==> config.mk <==
export PLATFORM = sky130hd
export DESIGN_NAME = encoder_pd_brake_controller
export DESIGN_NICKNAME = d
export VERILOG_FILES = /design/src/rtl/core/epbc_pkg.sv /design/src/rtl/core/epbc_front.sv /design/src/rtl/core/epbc_queue.sv /design/src/rtl/core/epbc_back.sv /design/src/rtl/core/encoder_pd_brake_controller.sv
export SDC_FILE = /design/constraint.sdc
export NUM_CORES = 2
export LEC_CHECK = 0
export BUFFER_PORTS_ARGS = -buffer_cell sky130_fd_sc_hd__buf_2
export CORE_MARGIN = 2
export CORE_UTILIZATION = 51
export DETAILED_ROUTE_END_ITERATION = 10
export GPL_TIMING_DRIVEN = 0
export PLACE_DENSITY = 0.68
export SLEW_MARGIN = 15
export SYNTH_ARGS = -nofsm -noshare
export SYNTH_HDL_FRONTEND = slang
export SYNTH_SLANG_ARGS = --single-unit
==> constraint.sdc <==
create_clock -name clk_i -period 12.3 [get_ports clk_i]
set_clock_uncertainty 0.1 [all_clocks]
set_input_delay 0.615 -clock clk_i [delete_from_list [all_inputs] [get_ports clk_i]]
set_output_delay 0.615 -clock clk_i [all_outputs]
set_load 0.01 [all_outputs]
==> src/rtl/core/epbc_pkg.sv <==
// Shared types and constants for the encoder PD brake controller.
// No dependencies; imported by every module of the block.
`timescale 1ns / 1ps

package epbc_pkg;

  localparam int GainFracBits = 16;
  localparam int QDepth       = 2;
  localparam int QPtrW        = $clog2(QDepth);
  localparam int QCntW        = $clog2(QDepth + 1);
  localparam int CfgIdxW      = 3;
  localparam int CfgDataW     = 32;

  typedef enum logic [CfgIdxW-1:0] {
    CfgTarget = 3'd0,
    CfgKp     = 3'd1,
    CfgKd     = 3'd2,
    CfgVLimit = 3'd3,
    CfgPeriod = 3'd4
  } cfg_idx_e;

  typedef struct packed {
    logic signed [31:0] target;
    logic [31:0]        kp;
    logic [31:0]        kd;
    logic [15:0]        v_limit;
    logic [15:0]        period;
  } cfg_t;

  typedef struct packed {
    logic [31:0] position;
  } q_entry_t;

  typedef enum logic [3:0] {
    SIdle,
    SErr,
    SDiff,
    SMag,
    SMul1,
    SMul2,
    SSum,
    SClamp,
    SDivInit,
    SDiv,
    SOut
  } back_state_e;

endpackage

==> src/rtl/core/epbc_front.sv <==
// Front end: takes input beats, keeps the encoder count and the tick timer,
// and pushes a position snapshot for each control update. Uses epbc_pkg.
`timescale 1ns / 1ps

module epbc_front import epbc_pkg::*; (
  input  logic        clk_i,
  input  logic        rst_ni,
  input  logic        in_valid_i,
  output logic        in_ready_o,
  input  logic        kind_i,
  input  logic        encb_i,
  input  logic [15:0] period_i,
  input  logic        q_full_i,
  output logic        push_o,
  output q_entry_t    push_data_o
);

  logic [31:0] enc_q, enc_d;
  logic [15:0] elapsed_q, elapsed_d;
  logic [15:0] elapsed_inc;
  logic        accept;

  assign in_ready_o  = !q_full_i;
  assign accept      = in_valid_i && in_ready_o;
  assign elapsed_inc = (elapsed_q == 16'hFFFF) ? elapsed_q : elapsed_q + 16'd1;

  always_comb begin
    enc_d               = enc_q;
    elapsed_d           = elapsed_q;
    push_o              = 1'b0;
    push_data_o.position = enc_q;
    if (accept) begin
      if (!kind_i) begin
        enc_d = encb_i ? enc_q - 32'd1 : enc_q + 32'd1;
      end else if (elapsed_inc >= period_i) begin
        elapsed_d = '0;
        push_o    = 1'b1;
      end else begin
        elapsed_d = elapsed_inc;
      end
    end
  end

  always_ff @(posedge clk_i or negedge rst_ni) begin
    if (!rst_ni) begin
      enc_q     <= '0;
      elapsed_q <= '0;
    end else begin
      enc_q     <= enc_d;
      elapsed_q <= elapsed_d;
    end
  end

  a_push_on_tick: assert property (@(posedge clk_i) disable iff (!rst_ni)
    push_o |-> (accept && kind_i && elapsed_d == 16'd0))
    else $error("update pushed without an accepted tick");

endmodule

==> src/rtl/core/epbc_queue.sv <==
// Short queue of position snapshots between front and back end.
// Depth from epbc_pkg.
`timescale 1ns / 1ps

module epbc_queue import epbc_pkg::*; (
  input  logic     clk_i,
  input  logic     rst_ni,
  input  logic     push_i,
  input  q_entry_t push_data_i,
  input  logic     pop_i,
  output q_entry_t pop_data_o,
  output logic     full_o,
  output logic     empty_o
);

  q_entry_t             mem_q [QDepth];
  logic [QPtrW-1:0]     wptr_q, rptr_q;
  logic [QCntW-1:0]     cnt_q;

  assign full_o     = (cnt_q == QCntW'(QDepth));
  assign empty_o    = (cnt_q == '0);
  assign pop_data_o = mem_q[rptr_q];

  always_ff @(posedge clk_i) begin
    if (push_i) begin
      mem_q[wptr_q] <= push_data_i;
    end
  end

  always_ff @(posedge clk_i or negedge rst_ni) begin
    if (!rst_ni) begin
      wptr_q <= '0;
      rptr_q <= '0;
      cnt_q  <= '0;
    end else begin
      if (push_i) begin
        wptr_q <= (wptr_q == QPtrW'(QDepth - 1)) ? '0 : wptr_q + QPtrW'(1);
      end
      if (pop_i) begin
        rptr_q <= (rptr_q == QPtrW'(QDepth - 1)) ? '0 : rptr_q + QPtrW'(1);
      end
      if (push_i && !pop_i) begin
        cnt_q <= cnt_q + QCntW'(1);
      end else if (pop_i && !push_i) begin
        cnt_q <= cnt_q - QCntW'(1);
      end
    end
  end

  a_no_overflow: assert property (@(posedge clk_i) disable iff (!rst_ni)
    push_i |-> (!full_o || pop_i))
    else $error("queue written while full");

  a_no_underflow: assert property (@(posedge clk_i) disable iff (!rst_ni)
    pop_i |-> !empty_o)
    else $error("queue read while empty");

endmodule

==> src/rtl/core/epbc_back.sv <==
// Back end: sequencer for one PD update with a shared 32x32 multiplier,
// clamp, and a bit-serial duty divider; holds the result beat. Uses epbc_pkg.
`timescale 1ns / 1ps

module epbc_back import epbc_pkg::*; (
  input  logic        clk_i,
  input  logic        rst_ni,
  input  cfg_t        cfg_i,
  input  logic        q_empty_i,
  input  q_entry_t    q_data_i,
  output logic        pop_o,
  output logic        out_valid_o,
  input  logic        out_ready_i,
  output logic        out_reverse_o,
  output logic [7:0]  out_duty_o,
  output logic [31:0] out_pos_o,
  output logic [31:0] out_err_o
);

  localparam int IntW = 64 - GainFracBits;

  back_state_e state_q, state_d;

  logic [31:0]        pos_q;
  logic signed [31:0] err_q, last_err_q;
  logic signed [32:0] diff_q;
  logic [31:0]        err_mag_q, diff_mag_q;
  logic               n1_q, n2_q, neg_q;
  logic [63:0]        p1_q, p2_q;
  logic [64:0]        sum_q;
  logic [15:0]        q_q;
  logic [23:0]        dvd;
  logic [15:0]        rem_q;
  logic [7:0]         low_q, quo_q;
  logic [2:0]         cnt_q;
  logic               out_valid_q, out_rev_q;
  logic [7:0]         out_duty_q;
  logic [31:0]        out_pos_q, out_err_q;

  logic signed [32:0] err_wide;
  logic signed [31:0] err_sat;
  logic [31:0]        mul_a, mul_b;
  logic [63:0]        mul_p;
  logic [IntW:0]      q_wide;
  logic [15:0]        q_sel;
  logic [16:0]        div_t;
  logic               div_ge;
  logic               load_out;

  // saturated error
  assign err_wide = {cfg_i.target[31], cfg_i.target} - {pos_q[31], pos_q};
  always_comb begin
    if (err_wide[32] != err_wide[31]) begin
      err_sat = err_wide[32] ? 32'sh8000_0000 : 32'sh7FFF_FFFF;
    end else begin
      err_sat = err_wide[31:0];
    end
  end

  // shared multiplier
  assign mul_a = (state_q == SMul1) ? cfg_i.kp : cfg_i.kd;
  assign mul_b = (state_q == SMul1) ? err_mag_q : diff_mag_q;
  assign mul_p = {32'd0, mul_a} * {32'd0, mul_b};

  // floor of the shift on a signed sum is the ceiling on its magnitude
  always_comb begin
    q_wide = {1'b0, sum_q[63:GainFracBits]}
           + (IntW + 1)'(neg_q && (sum_q[GainFracBits-1:0] != '0));
    if (sum_q[64] || q_wide > (IntW + 1)'(cfg_i.v_limit)) begin
      q_sel = cfg_i.v_limit;
    end else begin
      q_sel = q_wide[15:0];
    end
  end

  assign dvd    = {q_q, 8'd0} - {8'd0, q_q};
  assign div_t  = {rem_q, low_q[7]};
  assign div_ge = (cfg_i.v_limit != '0) && (div_t >= {1'b0, cfg_i.v_limit});

  always_comb begin
    state_d  = state_q;
    pop_o    = 1'b0;
    load_out = 1'b0;
    unique case (state_q)
      SIdle: begin
        if (!q_empty_i) begin
          pop_o   = 1'b1;
          state_d = SErr;
        end
      end
      SErr:     state_d = SDiff;
      SDiff:    state_d = SMag;
      SMag:     state_d = SMul1;
      SMul1:    state_d = SMul2;
      SMul2:    state_d = SSum;
      SSum:     state_d = SClamp;
      SClamp:   state_d = SDivInit;
      SDivInit: state_d = SDiv;
      SDiv: begin
        if (cnt_q == 3'd7) begin
          state_d = SOut;
        end
      end
      SOut: begin
        if (!out_valid_q || out_ready_i) begin
          load_out = 1'b1;
          state_d  = SIdle;
        end
      end
      default: state_d = SIdle;
    endcase
  end

  always_ff @(posedge clk_i or negedge rst_ni) begin
    if (!rst_ni) begin
      state_q     <= SIdle;
      last_err_q  <= '0;
      out_valid_q <= 1'b0;
    end else begin
      state_q <= state_d;
      if (state_q == SDiff) begin
        last_err_q <= err_q;
      end
      if (load_out) begin
        out_valid_q <= 1'b1;
      end else if (out_ready_i) begin
        out_valid_q <= 1'b0;
      end
    end
  end

  always_ff @(posedge clk_i) begin
    case (state_q)
      SIdle: begin
        pos_q <= q_data_i.position;
      end
      SErr: begin
        err_q <= err_sat;
      end
      SDiff: begin
        diff_q <= {err_q[31], err_q} - {last_err_q[31], last_err_q};
      end
      SMag: begin
        err_mag_q  <= err_q[31] ? 32'(-err_q) : 32'(err_q);
        diff_mag_q <= diff_q[32] ? 32'(-diff_q) : diff_q[31:0];
        n1_q       <= err_q[31];
        n2_q       <= diff_q[32];
      end
      SMul1: begin
        p1_q <= mul_p;
      end
      SMul2: begin
        p2_q <= mul_p;
      end
      SSum: begin
        if (n1_q == n2_q) begin
          sum_q <= {1'b0, p1_q} + {1'b0, p2_q};
          neg_q <= n1_q;
        end else if (p1_q >= p2_q) begin
          sum_q <= {1'b0, p1_q - p2_q};
          neg_q <= n1_q;
        end else begin
          sum_q <= {1'b0, p2_q - p1_q};
          neg_q <= n2_q;
        end
      end
      SClamp: begin
        q_q   <= q_sel;
        neg_q <= neg_q && (q_sel != '0);
      end
      SDivInit: begin
        rem_q <= dvd[23:8];
        low_q <= dvd[7:0];
        cnt_q <= '0;
      end
      SDiv: begin
        rem_q <= div_ge ? 16'(div_t - {1'b0, cfg_i.v_limit}) : div_t[15:0];
        low_q <= {low_q[6:0], 1'b0};
        quo_q <= {quo_q[6:0], div_ge};
        cnt_q <= cnt_q + 3'd1;
      end
      default: begin
      end
    endcase
    if (load_out) begin
      out_rev_q  <= neg_q;
      out_duty_q <= quo_q;
      out_pos_q  <= pos_q;
      out_err_q  <= err_q;
    end
  end

  assign out_valid_o   = out_valid_q;
  assign out_reverse_o = out_rev_q;
  assign out_duty_o    = out_duty_q;
  assign out_pos_o     = out_pos_q;
  assign out_err_o     = out_err_q;

  a_clamped: assert property (@(posedge clk_i) disable iff (!rst_ni)
    (state_q == SDivInit) |-> (q_q <= cfg_i.v_limit))
    else $error("clamped output above limit");

  a_rem_bound: assert property (@(posedge clk_i) disable iff (!rst_ni)
    (state_q == SDiv && cfg_i.v_limit != '0) |-> (rem_q < cfg_i.v_limit))
    else $error("divider remainder out of range");

  a_out_from_seq: assert property (@(posedge clk_i) disable iff (!rst_ni)
    $rose(out_valid_q) |-> $past(state_q == SOut))
    else $error("result beat raised outside the output step");

endmodule

==> src/rtl/core/encoder_pd_brake_controller.sv <==
// Encoder edge counter with a periodic PD position update. An encoder beat
// or a tick is taken while the snapshot queue (two entries) has room. Each
// update runs in the back-end sequencer from queue pop to result beat, with
// two passes through one shared 32x32 multiplier and eight steps of the
// bit-serial duty divider. A result beat waits in an output register, so the
// front keeps taking beats meanwhile while the queue has room.
// Depends on epbc_pkg, epbc_front, epbc_queue and epbc_back.
`timescale 1ns / 1ps

module encoder_pd_brake_controller import epbc_pkg::*; (
  input  logic                clk_i,
  input  logic                rst_ni,
  input  logic                s_axis_tvalid,
  output logic                s_axis_tready,
  input  logic [7:0]          s_axis_tdata,  // [0] encb_level, [7:1] zero
  input  logic [0:0]          s_axis_tuser,  // [0] kind
  output logic                m_axis_tvalid,
  input  logic                m_axis_tready,
  output logic [79:0]         m_axis_tdata,  // [0] drive_reverse, [8:1] pwm_duty,
                                             // [40:9] position_counts,
                                             // [72:41] error_counts, [79:73] zero
  input  logic                cfg_we_i,
  input  logic [CfgIdxW-1:0]  cfg_idx_i,
  input  logic [CfgDataW-1:0] cfg_data_i
);

  cfg_t     cfg_q;
  q_entry_t push_data, pop_data;
  logic     push, pop, q_full, q_empty;
  logic     out_rev;
  logic [7:0]  out_duty;
  logic [31:0] out_pos, out_err;

  always_ff @(posedge clk_i or negedge rst_ni) begin
    if (!rst_ni) begin
      cfg_q.target  <= '0;
      cfg_q.kp      <= 32'd65536;
      cfg_q.kd      <= '0;
      cfg_q.v_limit <= 16'd12000;
      cfg_q.period  <= 16'd10;
    end else if (cfg_we_i) begin
      unique case (cfg_idx_e'(cfg_idx_i))
        CfgTarget: cfg_q.target  <= cfg_data_i;
        CfgKp:     cfg_q.kp      <= cfg_data_i;
        CfgKd:     cfg_q.kd      <= cfg_data_i;
        CfgVLimit: cfg_q.v_limit <= cfg_data_i[15:0];
        CfgPeriod: cfg_q.period  <= cfg_data_i[15:0];
        default: begin
        end
      endcase
    end
  end

  epbc_front u_front (
    .clk_i       (clk_i),
    .rst_ni      (rst_ni),
    .in_valid_i  (s_axis_tvalid),
    .in_ready_o  (s_axis_tready),
    .kind_i      (s_axis_tuser[0]),
    .encb_i      (s_axis_tdata[0]),
    .period_i    (cfg_q.period),
    .q_full_i    (q_full),
    .push_o      (push),
    .push_data_o (push_data)
  );

  epbc_queue u_queue (
    .clk_i       (clk_i),
    .rst_ni      (rst_ni),
    .push_i      (push),
    .push_data_i (push_data),
    .pop_i       (pop),
    .pop_data_o  (pop_data),
    .full_o      (q_full),
    .empty_o     (q_empty)
  );

  epbc_back u_back (
    .clk_i         (clk_i),
    .rst_ni        (rst_ni),
    .cfg_i         (cfg_q),
    .q_empty_i     (q_empty),
    .q_data_i      (pop_data),
    .pop_o         (pop),
    .out_valid_o   (m_axis_tvalid),
    .out_ready_i   (m_axis_tready),
    .out_reverse_o (out_rev),
    .out_duty_o    (out_duty),
    .out_pos_o     (out_pos),
    .out_err_o     (out_err)
  );

  assign m_axis_tdata = {7'd0, out_err, out_pos, out_duty, out_rev};

endmodule

==> impl_metrics.toml <==
[timing]
final_min_period_over_clock_period_pct = 98.9
max_freq_mhz = 82.2
max-slew-margin-rel_pct = 13.2
timing.final.hold_violations = 0
period_needed_ns = 12.17
timing_max_transition_violations_final = 0
max_slew.worst_pin.slew_ns = 1.27
report.final.setup_viol = 0
grt_setup_unrepaired = "false"

[synth]
synth_adder_area_share_pct = 32.2
yosysUniqueCellTypes = 86
yosysTopAreaCell = "sky130_fd_sc_hd__fa_1"
yosys_most_used_dff = "sky130_fd_sc_hd__edfxtp_1"
synthesis.instances = 8422
main_combinational_cell_family_by_area_after_synthesis = "adder cells"
synthTopCellsByArea = "sky130_fd_sc_hd__fa_1, sky130_fd_sc_hd__edfxtp_1, sky130_fd_sc_hd__ha_1"
synth_async_sr_flop_share_pct = 28.5
syn_area_mm2 = 0.0801
synthSimpleGateAreaFrac_pct = 12.9
synth.yosys.seq_area_share_pct = 27.2
postSynthRegisterBits = 762
synth_xor_area_share_pct = 3.60
ys.warnings.count = 0
synth_mux_area_share_pct = 4.42
count_of_flip_flops_with_a_built_in_enable_after_synthesis = 545
synth_largest_type_area_fraction_pct = 22.6
synth.avg_cell_area_um2 = 9.51
synth_compound_gate_area_share_pct = 12.3

[final_layout]
seq_area_mm2 = 0.0218
fin_util_pct = 55.8
nets = 10200
multiInputGateArea_mm2 = 0.0528
finalInstanceArea_mm2 = 0.0871
drive_above_1_share_pct = 8.05
fillers = 14000
mostFrequentLayoutCell = "sky130_fd_sc_hd__inv_1"
most-common-layout-cells = "sky130_fd_sc_hd__inv_1, sky130_fd_sc_hd__nor2_1, sky130_fd_sc_hd__fa_1"
layout-area-overhead-vs-synth_pct = 8.80

[detailed_routing]
wl_um = 289000
first_iter_violations = 6574
via_count = 65300
post_drt_via_cell_ratio = 6.04
wire_per_inst_um = 26.8
final_antenna_net_count = 0
detail_route.drc_violations = 0
firstDrtPassIters = 8

[setup_path]
worstSetupStartpointType = "flip-flop"
worst-endpoint-required_ns = 12.59
master_of_the_slowest_instance_on_the_critical_path = "sky130_fd_sc_hd__mux2i_2"
critical_path_arrival_ns = 12.46
worstSetupEndpointType = "flip-flop"
timing.critical_path.slowest_cell_delay_ns = 0.73
timing.setup.critical_path_class = "reg -> reg"
worst-path-max-fanout = 10
cp_common_cell = "sky130_fd_sc_hd__fa_1"

[clock_tree]
cts_htree_levels = 3
cts.reportedPaths.clkPinSlew_ns = 0.06
clkSinkCount = 762
cts_made_buffers = 84
worst_skew_pair.late_latency_ns = 0.73
cts.root.buffer_cell = "sky130_fd_sc_hd__clkbuf_16"
postCtsSetupBuffers = 0
tritoncts = "yes"
max-clock-path-buffers = 3

[place]
place_hpwl_um = 240000
gp_congestion = 1.05
placed_area_mm2 = 0.0840
placement.io_buffers = 116

[global_route]
antenna_violations_before_repair = 10
global_route.usage.total_pct = 35.8
grt_pass1_vias = 65200
grt_first_pass_wirelength_um = 424000
grt_overflow_total = 0
largest_net_degree_at_the_start_of_global_routing = 83

[outcome]
result_of_the_run = "complete, no violations"

[die]
height_of_the_die_um = 400
floorplan.initialDensity_pct = 51.3
core_area_mm2 = 0.156
die_x_um = 400
std_cell_rows = 145
design.portCount = 131
die_footprint_mm2 = 0.160

[flow_run]
max_cap_violations = 0

[hold_path]
min-delay-path-class = "in -> reg"
==> cell type report <==
class / instances / share of cell area, %
multi-input combinational: 6119 / 60.6
inverter: 1204 / 5.19
clock inverter: 48 / 0.620
clock buffer: 107 / 2.63
buffer: 341 / 1.61
timing repair buffer: 164 / 1.38
antenna: 9 / 0.0258
sequential: 762 / 25.0
tap: 2058 / 2.96
==> critical path: cells and delay by family, from the launching register on <==
kind,cells,cell delay (ns)
AO/OA/AOI/OAI,6,2.11
XOR/XNOR,1,0.53
adder cells (fa/ha/maj),9,4.42
buffers and inverters,9,1.86
flip-flops,1,0.39
multiplexers,1,0.73
AND/OR/NAND/NOR,7,1.66
==> cell families after synthesis <==
group | count (synthesis)
adders and majority gates | 1523
buffers and inverters | 1547
xor gates and xnor gates | 329
AOI/OAI and AO/OA | 1599
other | 1
muxes | 326
and+or+nand+nor | 2335
DFF | 762
==> metal layers <==
| metal | GRT usage, % | wire length [um] |
|---|---|---|
| met5 | 0 | 66 |
| met4 | 20.8 | 19700 |
| met3 | 6.96 | 25600 |
| met2 | 56.2 | 130000 |
| met1 | 46.2 | 115000 |
==> flip-flops by register name, summed over array words and instances (netlist names), 2 cells and up <==
register and count:
u_back.state_q 4, u_back.quo_q 8, u_back.out_duty_o 8, u_back.out_pos_o 32, u_back.p2_q 64, u_back.err_mag_q 32
u_back.low_q 8, u_back.rem_q 16, u_back.out_err_o 32, u_back.pos_q 32, u_back.p1_q 64, u_back.diff_q 33
u_back.cnt_q 3, u_back.diff_mag_q 32, u_back.last_err_q 32, cfg_q 128, u_back.q_q 16, u_back.sum_q 65
u_queue.cnt_q 2, u_front.push_data_o 32, u_queue.mem_q 64, u_front.elapsed_q 16, u_back.err_q 32
==> final timing paths <==
| check | from | end | slack, ns | cells after the start |
|---|---|---|---|---|
| max in group asynchronous | rst_ni | cfg_q[93]$_DFFE_PN0P_ | 10.82 | 3 |
| setup / recovery | u_back.state_q[3]$_DFFE_PN0P_ | u_back.p2_q[57]$_DFFE_PP_ | 0.13 | 33 |
| setup reg to reg | u_back.state_q[3]$_DFFE_PN0P_ | u_back.p2_q[57]$_DFFE_PP_ | 0.13 | 33 |
| min in group asynchronous | rst_ni | u_front.push_data_o[26]$_DFFE_PN0P_ | 0.32 | 2 |
| hold / removal | s_axis_tvalid | u_front.elapsed_q[15]$_DFFE_PN0P_ | 0.08 | 3 |
| hold reg to reg | u_back.quo_q[7]$_DFFE_PP_ | u_back.out_duty_o[7]$_DFFE_PP_ | 0.33 | 0 |
==> synth_stat cells (all sizes together), types with 207 or more instances <==
cell	n
a21oi	503
clkbuf	288
dfrtp	207
edfxtp	545
fa	903
ha	613
inv	1204
mux2	219
nand2	790
nor2	911
o21ai	441
xnor2	239
==> through the flow <==
step	cells	setup TNS, ns	hold slack [ns]	setup WS (ns)
2_1_floorplan	8428	0	0.219	1.13
6_report	10800	0	0.0825	0.133
3_3_place_gp	10600	-186.57	0.308	-3.66
5_1_grt	10800	0	0.0706	0.0150
4_1_cts	10800	0	0.0373	0.00215
3_5_place_dp	10600	-47.44	0.327	-1.77
==> repair_timing <==
item / 4_1_cts / 5_1_grt
resized for setup: 53 / 63
hold buffers: 1 / 0
endpoints found under the hold margin: 69 / 0
setup endpoints to repair: 66 / 24
Power is not shown: default switching activity piles up to over one toggle a cycle in this logic, so the estimate is an artifact.
